===== config.mk =====
export PLATFORM = sky130hd
export DESIGN_NAME = sha1_block_compression
export DESIGN_NICKNAME = d
export VERILOG_FILES = /design/src/sha1bc_pkg.sv /design/src/sha1bc_sched.sv /design/src/sha1bc_round.sv /design/src/sha1_block_compression.sv
export SDC_FILE = /design/constraint.sdc
export NUM_CORES = 2
export LEC_CHECK = 0
export BUFFER_PORTS_ARGS = -buffer_cell sky130_fd_sc_hd__buf_2
export CORE_UTILIZATION = 50
export DETAILED_ROUTE_END_ITERATION = 7
export MAX_ROUTING_LAYER = met4
export PLACE_DENSITY = 0.75
export SLEW_MARGIN = 25
export SYNTH_ARGS = -nofsm -noshare
export SYNTH_HDL_FRONTEND = slang
export SYNTH_SLANG_ARGS = --single-unit

===== constraint.sdc =====
create_clock -name clk -period 15.5 [get_ports clk]
set_input_delay 3.875 -clock clk [delete_from_list [all_inputs] [get_ports clk]]
set_output_delay 3.875 -clock clk [all_outputs]
set_load 0.005 [all_outputs]

===== src/sha1bc_pkg.sv =====
// Shared types, constants and round functions for the SHA-1 block compression core.
package sha1bc_pkg;

  localparam int unsigned WordW     = 32;
  localparam int unsigned BlockWords = 16;
  localparam int unsigned Rounds    = 80;
  localparam int unsigned IdxW      = $clog2(BlockWords);
  localparam int unsigned RndW      = $clog2(Rounds);

  localparam logic [WordW-1:0] IV_A = 32'h67452301;
  localparam logic [WordW-1:0] IV_B = 32'hEFCDAB89;
  localparam logic [WordW-1:0] IV_C = 32'h98BADCFE;
  localparam logic [WordW-1:0] IV_D = 32'h10325476;
  localparam logic [WordW-1:0] IV_E = 32'hC3D2E1F0;

  localparam logic [WordW-1:0] K_CH   = 32'h5A827999;
  localparam logic [WordW-1:0] K_PAR1 = 32'h6ED9EBA1;
  localparam logic [WordW-1:0] K_MAJ  = 32'h8F1BBCDC;
  localparam logic [WordW-1:0] K_PAR2 = 32'hCA62C1D6;

  localparam logic [RndW-1:0] RND_PAR1_START = RndW'(20);
  localparam logic [RndW-1:0] RND_MAJ_START  = RndW'(40);
  localparam logic [RndW-1:0] RND_PAR2_START = RndW'(60);
  localparam logic [RndW-1:0] RND_LAST       = RndW'(Rounds - 1);
  localparam logic [IdxW-1:0] IDX_LAST       = IdxW'(BlockWords - 1);

  typedef enum logic [1:0] {
    ST_COLLECT,
    ST_ROUND,
    ST_FINISH
  } state_t;

  typedef enum logic [1:0] {
    PH_CH,
    PH_PAR1,
    PH_MAJ,
    PH_PAR2
  } phase_t;

  typedef struct packed {
    logic load;    // shift a new message word into the window
    logic expand;  // shift in the next expanded schedule word
  } sched_ctrl_t;

  typedef struct packed {
    logic   load;  // take working variables from the chaining words
    logic   step;  // run one round
    phase_t phase;
  } round_ctrl_t;

  function automatic logic [WordW-1:0] sha1bc_f(input phase_t ph, input logic [WordW-1:0] b,
                                                input logic [WordW-1:0] c,
                                                input logic [WordW-1:0] d);
    logic [WordW-1:0] res;
    unique case (ph)
      PH_CH:   res = (b & c) | (~b & d);
      PH_MAJ:  res = (b & c) | (b & d) | (c & d);
      default: res = b ^ c ^ d;
    endcase
    return res;
  endfunction

  function automatic logic [WordW-1:0] sha1bc_k(input phase_t ph);
    logic [WordW-1:0] res;
    unique case (ph)
      PH_CH:   res = K_CH;
      PH_PAR1: res = K_PAR1;
      PH_MAJ:  res = K_MAJ;
      default: res = K_PAR2;
    endcase
    return res;
  endfunction

endpackage


===== src/sha1bc_sched.sv =====
// Sixteen-word sliding window: collects the block, then expands the message schedule.
module sha1bc_sched import sha1bc_pkg::*; (
  input  logic             clk,
  input  sched_ctrl_t      ctrl,
  input  logic [WordW-1:0] word_in,
  output logic [WordW-1:0] w_cur
);

  logic [WordW-1:0] win [BlockWords];
  logic [WordW-1:0] mix;
  logic [WordW-1:0] expanded;

  // win[0] is w[t]; w[t+16] = rotl1(w[t+13] ^ w[t+8] ^ w[t+2] ^ w[t])
  assign mix      = win[13] ^ win[8] ^ win[2] ^ win[0];
  assign expanded = {mix[WordW-2:0], mix[WordW-1]};
  assign w_cur    = win[0];

  always_ff @(posedge clk) begin
    if (ctrl.load || ctrl.expand) begin
      for (int i = 0; i < BlockWords - 1; i++) begin
        win[i] <= win[i+1];
      end
      win[BlockWords-1] <= ctrl.load ? word_in : expanded;
    end
  end

endmodule


===== src/sha1bc_round.sv =====
// Shared SHA-1 round unit: five working variables, one round per cycle while step is high.
module sha1bc_round import sha1bc_pkg::*; (
  input  logic             clk,
  input  round_ctrl_t      ctrl,
  input  logic [WordW-1:0] init_a,
  input  logic [WordW-1:0] init_b,
  input  logic [WordW-1:0] init_c,
  input  logic [WordW-1:0] init_d,
  input  logic [WordW-1:0] init_e,
  input  logic [WordW-1:0] w_cur,
  output logic [WordW-1:0] a,
  output logic [WordW-1:0] b,
  output logic [WordW-1:0] c,
  output logic [WordW-1:0] d,
  output logic [WordW-1:0] e
);

  logic [WordW-1:0] t_next;

  assign t_next = {a[WordW-6:0], a[WordW-1:WordW-5]} + sha1bc_f(ctrl.phase, b, c, d) + e
                + sha1bc_k(ctrl.phase) + w_cur;

  always_ff @(posedge clk) begin
    if (ctrl.load) begin
      a <= init_a;
      b <= init_b;
      c <= init_c;
      d <= init_d;
      e <= init_e;
    end else if (ctrl.step) begin
      a <= t_next;
      b <= a;
      c <= {b[1:0], b[WordW-1:2]};
      d <= c;
      e <= d;
    end
  end

endmodule


===== src/sha1_block_compression.sv =====
// Operation: the sixteenth word of a block starts the SHA-1 rounds, followed by a finish step that
//   adds the working variables to the chaining words; hash_a..hash_e are registered in that step.
// Throughput: one word per cycle while collecting; in_stall then holds the input through the
//   rounds and the finish step, which waits while the previous result is still stalled.
// Reset: rst (synchronous) loads the SHA-1 initial chaining words, clears the word count
//   and drops any pending result.
module sha1_block_compression import sha1bc_pkg::*; (
  input  logic             clk,
  input  logic             rst,
  input  logic             in_valid,
  output logic             in_stall,
  input  logic [WordW-1:0] msg_word,
  input  logic             start_message,
  output logic             out_valid,
  input  logic             out_stall,
  output logic [WordW-1:0] hash_a,
  output logic [WordW-1:0] hash_b,
  output logic [WordW-1:0] hash_c,
  output logic [WordW-1:0] hash_d,
  output logic [WordW-1:0] hash_e
);

  state_t           state, state_next;
  logic [IdxW-1:0]  word_index;
  logic [RndW-1:0]  round_cnt;
  logic [WordW-1:0] chain_a, chain_b, chain_c, chain_d, chain_e;
  logic [WordW-1:0] sum_a, sum_b, sum_c, sum_d, sum_e;
  logic [WordW-1:0] w_cur;
  logic [WordW-1:0] wa, wb, wc, wd, we;
  logic             in_xfer;
  logic             block_done;
  logic             finish_go;
  phase_t           phase;
  sched_ctrl_t      sched_ctrl;
  round_ctrl_t      round_ctrl;

  assign in_xfer = in_valid && !in_stall;

  always_comb begin
    priority if (round_cnt < RND_PAR1_START) phase = PH_CH;
    else if (round_cnt < RND_MAJ_START)      phase = PH_PAR1;
    else if (round_cnt < RND_PAR2_START)     phase = PH_MAJ;
    else                                     phase = PH_PAR2;
  end

  always_comb begin
    state_next        = state;
    in_stall          = 1'b1;
    block_done        = 1'b0;
    finish_go         = 1'b0;
    sched_ctrl.load   = 1'b0;
    sched_ctrl.expand = 1'b0;
    round_ctrl.load   = 1'b0;
    round_ctrl.step   = 1'b0;
    round_ctrl.phase  = phase;
    unique case (state)
      ST_COLLECT: begin
        in_stall        = 1'b0;
        sched_ctrl.load = in_xfer;
        block_done      = in_xfer && !start_message && (word_index == IDX_LAST);
        round_ctrl.load = block_done;
        if (block_done) begin
          state_next = ST_ROUND;
        end
      end
      ST_ROUND: begin
        sched_ctrl.expand = 1'b1;
        round_ctrl.step   = 1'b1;
        if (round_cnt == RND_LAST) begin
          state_next = ST_FINISH;
        end
      end
      ST_FINISH: begin
        finish_go = !out_valid || !out_stall;
        if (finish_go) begin
          state_next = ST_COLLECT;
        end
      end
      default: state_next = ST_COLLECT;
    endcase
  end

  always_ff @(posedge clk) begin
    if (rst) begin
      state <= ST_COLLECT;
    end else begin
      state <= state_next;
    end
  end

  assign sum_a = chain_a + wa;
  assign sum_b = chain_b + wb;
  assign sum_c = chain_c + wc;
  assign sum_d = chain_d + wd;
  assign sum_e = chain_e + we;

  always_ff @(posedge clk) begin
    if (rst) begin
      word_index <= '0;
      chain_a    <= IV_A;
      chain_b    <= IV_B;
      chain_c    <= IV_C;
      chain_d    <= IV_D;
      chain_e    <= IV_E;
      out_valid  <= 1'b0;
    end else begin
      if (in_xfer) begin
        // start word always becomes word 0 of a fresh block
        word_index <= start_message ? IdxW'(1) : word_index + IdxW'(1);
        if (start_message) begin
          chain_a <= IV_A;
          chain_b <= IV_B;
          chain_c <= IV_C;
          chain_d <= IV_D;
          chain_e <= IV_E;
        end
      end
      if (finish_go) begin
        chain_a   <= sum_a;
        chain_b   <= sum_b;
        chain_c   <= sum_c;
        chain_d   <= sum_d;
        chain_e   <= sum_e;
        out_valid <= 1'b1;
      end else if (out_valid && !out_stall) begin
        out_valid <= 1'b0;
      end
    end
  end

  always_ff @(posedge clk) begin
    if (block_done) begin
      round_cnt <= '0;
    end else if (round_ctrl.step) begin
      round_cnt <= round_cnt + RndW'(1);
    end
  end

  always_ff @(posedge clk) begin
    if (finish_go) begin
      hash_a <= sum_a;
      hash_b <= sum_b;
      hash_c <= sum_c;
      hash_d <= sum_d;
      hash_e <= sum_e;
    end
  end

  sha1bc_sched u_sched (
    .clk     (clk),
    .ctrl    (sched_ctrl),
    .word_in (msg_word),
    .w_cur   (w_cur)
  );

  sha1bc_round u_round (
    .clk    (clk),
    .ctrl   (round_ctrl),
    .init_a (chain_a),
    .init_b (chain_b),
    .init_c (chain_c),
    .init_d (chain_d),
    .init_e (chain_e),
    .w_cur  (w_cur),
    .a      (wa),
    .b      (wb),
    .c      (wc),
    .d      (wd),
    .e      (we)
  );

`ifndef SYNTHESIS
  a_round_stalls_input: assert property (@(posedge clk) disable iff (rst)
    (state == ST_ROUND) |-> in_stall)
    else $error("input not stalled during rounds");

  a_block_starts_rounds: assert property (@(posedge clk) disable iff (rst)
    block_done |=> (state == ST_ROUND) && (round_cnt == '0))
    else $error("full block did not start the rounds at round zero");

  a_last_round_finishes: assert property (@(posedge clk) disable iff (rst)
    (state == ST_ROUND) && (round_cnt == RND_LAST) |=> (state == ST_FINISH))
    else $error("rounds did not end after the last round");

  a_finish_posts_result: assert property (@(posedge clk) disable iff (rst)
    finish_go |=> out_valid && (state == ST_COLLECT))
    else $error("finished block produced no result");

  a_result_waits: assert property (@(posedge clk) disable iff (rst)
    (state == ST_FINISH) && out_valid && out_stall |=> (state == ST_FINISH))
    else $error("pending result overwritten");
`endif

endmodule


Word-level counts from Yosys, hierarchy flattened
Memory sizes are Yosys's and may differ from the RTL's. Cells that the tools add are included. W data, S select, Z words.

Flip-flop bits (word level): 494. Output and inout port bits: 162. ROM bits: 0. Logic and storage cells: 118. Bits in writable memories: 512. Memories: 1. Latch bits: 0.

Memory list: u_sched.win (words 16, width 32, read ports 16, clocked after memory_dff 0, write ports 16, RTL line sha1bc_sched.sv:9) `logic [WordW-1:0] win [BlockWords];`.

Multiply operators: 0. Add/sub/neg operators: 11. Multiplexer cells: 45. Div/mod/pow operators: 0. Magnitude comparators: 3. Equality and inequality tests: 9. Shift-type cells: 0. Bitwise gates (word level): 13. Reduce and logical (&&, ||, !) cells: 17.

Operators with widths (count): $mux W32 (26); $add A32 B32 Y32 (9); $xor A32 B32 Y32 (5); $and A32 B32 Y32 (4); $or A32 B32 Y32 (3); $pmux W32 S3 (1); $pmux W32 S2 (1); $not A32 Y32 (1); $lt A7 B6 Y1 const B (2); $mux W1 (10); $mux W2 (5); $reduce_bool A2 Y1 (4); $add A7 B1 Y7 const B (1); $eq A7 B7 Y1 const B (1); $lt A7 B5 Y1 const B (1); $pmux W2 S3 (1); $add A4 B1 Y4 const B (1); $eq A2 B1 Y1 const B (2); $eq A2 B2 Y1 const B (2); $eq A4 B4 Y1 const B (1); $logic_and A1 B1 Y1 (4); $logic_not A2 Y1 (2); $mux W4 (1); $ne A2 B2 Y1 const B (2); other kinds (5) (8).

Logic depth before layout (Yosys ltp)
Word-level depth: 12. Mapped depth: 28. Depth with buffers taken out: 26.

Modules after synthesis
Synthesis repeated with hierarchy kept, for this count alone.

Cell total of the unflattened synthesis: 3780. Area total of the unflattened synthesis: 47626.9 um2.

Modules (own cells, without submodules): sha1_block_compression (sequential area each 8287.9 um2, instances 1, cells an instance 1797, area each 18408.9 um2); sha1bc_sched (sequential area each 15374.7 um2, instances 1, cells an instance 712, area each 16844.9 um2); sha1bc_round (sequential area each 4804.6 um2, instances 1, cells an instance 1271, area each 12373.1 um2).

Least setup slack after synthesis
Ideal clock, no wire load.

Path type: input to register. Start point: input in_valid. End point: memory u_sched.win[0][0], enable pin. Stages: 2. Arrival time: 12200 ps. Slack: -364 ps. Cells stage by stage: nand2_1 > nand2_1.

RTL lines: start: declaration (RTL line sha1_block_compression.sv:10) `input logic in_valid,`; end: declaration (RTL line sha1bc_sched.sv:9).

Final worst setup path
Start point: register round_cnt[5]. End point: register u_round.a[30] (data pin).

Longest elaborated chain between the ends: 12. Elaborated cells between the ends (all ways): 17. Those cells by class: add/sub (4); order compare (3); eq/ne (2); mux (7); reduce/logical (1).

Ends and longest elaborated chain: start: declaration (RTL line sha1_block_compression.sv:25) `logic [RndW-1:0] round_cnt;`; start signal: assignment (RTL line sha1_block_compression.sv:135) `round_cnt <= round_cnt + RndW'(1);`; $lt A7 B6 Y1 (RTL line sha1_block_compression.sv:42) `else if (round_cnt < RND_PAR2_START) phase = PH_MAJ;`; $mux W1 (RTL line sha1_block_compression.sv:42); $mux W2 (RTL line sha1_block_compression.sv:41) `else if (round_cnt < RND_MAJ_START) phase = PH_PAR1;`; $mux W2 * (RTL line sha1_block_compression.sv:40) `priority if (round_cnt < RND_PAR1_START) phase = PH_CH;`; $eq A2 B2 Y1 or $logic_not A2 Y1 (tied branches) (RTL line sha1bc_pkg.sv:55, sha1bc_pkg.sv:65); $pmux W32 S2 (RTL line sha1bc_pkg.sv:55) `unique case (ph)`; $add A32 B32 Y32 (2 in a row) (RTL line sha1bc_round.sv:20) `assign t_next = {a[WordW-6:0], a[WordW-1:WordW-5]} + sha1bc_f(ctrl.phase, b, c, d) + e`; $add A32 B32 Y32 * (2 in a row) (RTL line sha1bc_round.sv:21) `+ sha1bc_k(ctrl.phase) + w_cur;`; $mux W32 * (RTL line sha1bc_round.sv:30) `end else if (ctrl.step) begin`; $mux W32 * (RTL line sha1bc_round.sv:24) `if (ctrl.load) begin`; end signal: assignment (RTL line sha1bc_round.sv:25) `a <= init_a;`; end signal: assignment (RTL line sha1bc_round.sv:31) `a <= t_next;`; end: declaration (RTL line sha1bc_round.sv:11) `output logic [WordW-1:0] a,`.

Mark *: on every way between the ends. The rest lies on a longest branch, timed or not. The select of a mux whose other input is x is not followed. A chain may end at the register's enable or synchronous reset.

==> results.toml <==
[status]
outcome = "finished clean"

[sta]
skew_ns = 0.02401
clock.fmax_ghz = 0.1282
setup_ws_ns = 7.703
rsz0062_at_grt = "no"
relSlewSlack = 0.3135
layout_min_cycle_time_ns = 7.797
hold_viol_final = 0
worst_pin_slew_ns = 1.030
fin_crit_sh = 0.5031
drv_slew = 0
finalSetupTns_ns = 0
setup_viol = 0

[floorplanning]
core_um2 = 92080
io_pins = 199
std_cell_rows = 111
die_area_um2 = 94490
start_util = 0.5064
die_y_um = 307.4
die_w_um = 307.4

[worst_hold_path]
hold_class = "register to register"
hold_start = "u_sched.win[4][33]"

[detailed_routing]
wl_per_cell_um = 20.82
dr_total_vias = 29170
firstDrtPassIters = 7
dr.first_iter.drc_count = 2746
ant_nets = 0
drt-total-wl_mm = 108.5
drt-vias-per-instance = 5.595
post-route-drc-count = 0

[synthesis]
ys_top_cells_by_area = "edfxtp_1 (54%), dfxtp_1 (7.5%), fa_1 (5.4%), ha_1 (5.3%), nand2_1 (4.2%)"
synth_cell_type_count = 70
syn-num-nets = 4031
ys_seq_area_frac = 0.6105
synth_area_per_cell_um2 = 12.71
synth_edf_count = 832
synthCells = 3670
synth-async-reset-ratio = 0
yosys_warnings = 0
synthDominantCellAreaShare = 0.5358
synth_ff_type = "edfxtp_1"
synth_largest_area_cell = "edfxtp_1"
ys_ff_latch = 1006
netlist_area_um2 = 46630

[critical_path]
critPathBufInv = 6
cp_max_fo = 55
cp-startpoint = "round_cnt[5]"
critPathRequiredTime_ns = 15.90
cp_slowest_cell = "fa_1"
worstSetupPathType = "register to register"
critical_path_arrival_ns = 8.19
max_stage_delay_ns = 0.56
critical_path.top_delay_family = "compound AO/OA/AOI/OAI gates"
crit_path_start_kind = "register"
r2r-start = "round_cnt[5]"
cp-end-kind = "register"

[grt]
antenna_found_initial = 4
grt_usage = 0.2367
grt_pass1_vias = 28490
grt_overflow = 0
grt_start_max_net_pins = 194
grt_pass1_wl_mm = 165.8

[placement]
dp_cells = 5027
place_ws_ns = 7.848
portBuffers = 198
hpwl_mm = 74.48
gp_congestion = 0.9460

[layout]
synthToLayoutAreaGrowth_pct = 12.47
final_common_cell = "edfxtp_1"
final_cell_mix = "edfxtp_1 (832), nand2_1 (516), inv_1 (216), xnor2_1 (207), ha_1 (199)"
final_util = 0.5696
design.final.nets = 4248
final_cells = 5214
drive_gt1_frac = 0.1088

[clocking]
post_cts_resized = 0
ctsHoldBuffers = 0
ctsHtreeMaxLevel = 3
ctsLongestPathBuffers = 3
clock_latency_ns = 0.67
post_cts_buffers = 0
cts.clk_slew.worst_paths_ns = 0.07
cts.root.buffer_cell = "clkbuf_16"
clock-sinks = 1006
tritoncts = "built"
numCtsBuffers = 100

[job]
cap_violations = 0

[pwr]
pwr-share-comb = 0.124
ir_worst_vdd_v = 0.00008163
leakagePower_nw = 20.19
power_frac_seq = 0.486
power.density_nw_per_um2 = 121.3
p_clk_frac = 0.390
power_switching_w = 0.001528
swShare = 0.2402
p_int_w = 0.004835
==> cells in the mapped netlist, drive strengths merged, types with 48 or more instances <==
| master | n |
|---|---|
| a22oi | 69 |
| xnor2 | 207 |
| edfxtp | 832 |
| o21ai | 201 |
| nand2b | 69 |
| ha | 199 |
| nor2 | 163 |
| a21oi | 165 |
| clkbuf | 101 |
| o22ai | 48 |
| nand2 | 519 |
| inv | 216 |
| a21o | 85 |
| xor2 | 70 |
| dfxtp | 174 |
| fa | 125 |
==> flip-flops by register name, indices dropped and copies added, names as in the netlist, 2 cells and up <==
register,cells
u_round.d,32
state,2
u_round.e,32
round_cnt,7
chain_e,32
hash_a,32
chain_c,32
word_index,4
hash_e,32
chain_b,32
hash_d,32
chain_d,32
u_round.b,32
hash_b,32
u_sched.win,512
u_round.c,32
hash_c,32
chain_a,32
u_round.a,32
==> stage by stage <==
step | hold slack [ns] | cell area, um^2 | power (W)
floorplan | 0.4003 | 46630 | 0.003755
global placement | 0.4004 | 49040 | 0.003905
detailed placement | 0.4045 | 49040 | 0.003923
CTS | 0.4071 | 52410 | 0.006409
global route | 0.4154 | 52450 | 0.006615
finish | 0.4045 | 52450 | 0.006363
==> worst paths after layout <==
path | end | slack [ns] | cells after the start
min reg2reg | u_sched.win[4][1] | 0.40 | 0
min | u_sched.win[4][1] | 0.40 | 0
max reg2reg | u_round.a[30] | 7.70 | 25
max | u_round.a[30] | 7.70 | 25
==> worst register-to-register path: cells and delay by family, from the launching register on <==
kind                       cells  cell delay [ns]
and+or+nand+nor                1             0.41
buffers and inverters          6             1.34
AOI/OAI and AO/OA             12             2.91
adders and majority gates      5             2.24
DFF                            1             0.48
xor gates and xnor gates       1             0.16
==> final cells by class <==
cell class | instances | area, um^2
Antenna cell | 2 | 5.005
Tap cell | 1243 | 1555
Multi-Input combinational cell | 2338 | 17000
Fill cell | 7375 | 39630
Clock buffer | 132 | 2735
Timing Repair Buffer | 224 | 1229
Sequential cell | 1006 | 28470
Inverter | 217 | 822.0
Clock inverter | 52 | 635.6
==> kinds of logic after synthesis <==
kind of cell | after synthesis | synth area share
AO/OA/AOI/OAI | 798 | 0.1125
XOR/XNOR | 277 | 0.05203
adder cells (fa/ha/maj) | 324 | 0.1071
buffers and inverters | 326 | 0.02627
flip-flops | 1006 | 0.6105
multiplexers | 31 | 0.007486
AND/OR/NAND/NOR | 908 | 0.08422
==> power by group through the flow <==
stage               clock, W  sequential, W  combinational, W
floorplan                  0        0.00315          0.000603
global placement           0        0.00315          0.000759
detailed placement         0        0.00315          0.000772
CTS                  0.00253        0.00310          0.000782
global route         0.00263        0.00310          0.000882
finish               0.00248        0.00309          0.000787
==> per-layer routing <==
layer  up-vias  part of all wire  global-route usage
met5         -                 0                   -
met1     14270              0.45              0.3338
met3       173             0.068             0.03111
met4         0             0.032             0.08712
li1      13710                 -                   -
met2      1016              0.45              0.3521
No activity file was read; power rests on OpenSTA's default activity.
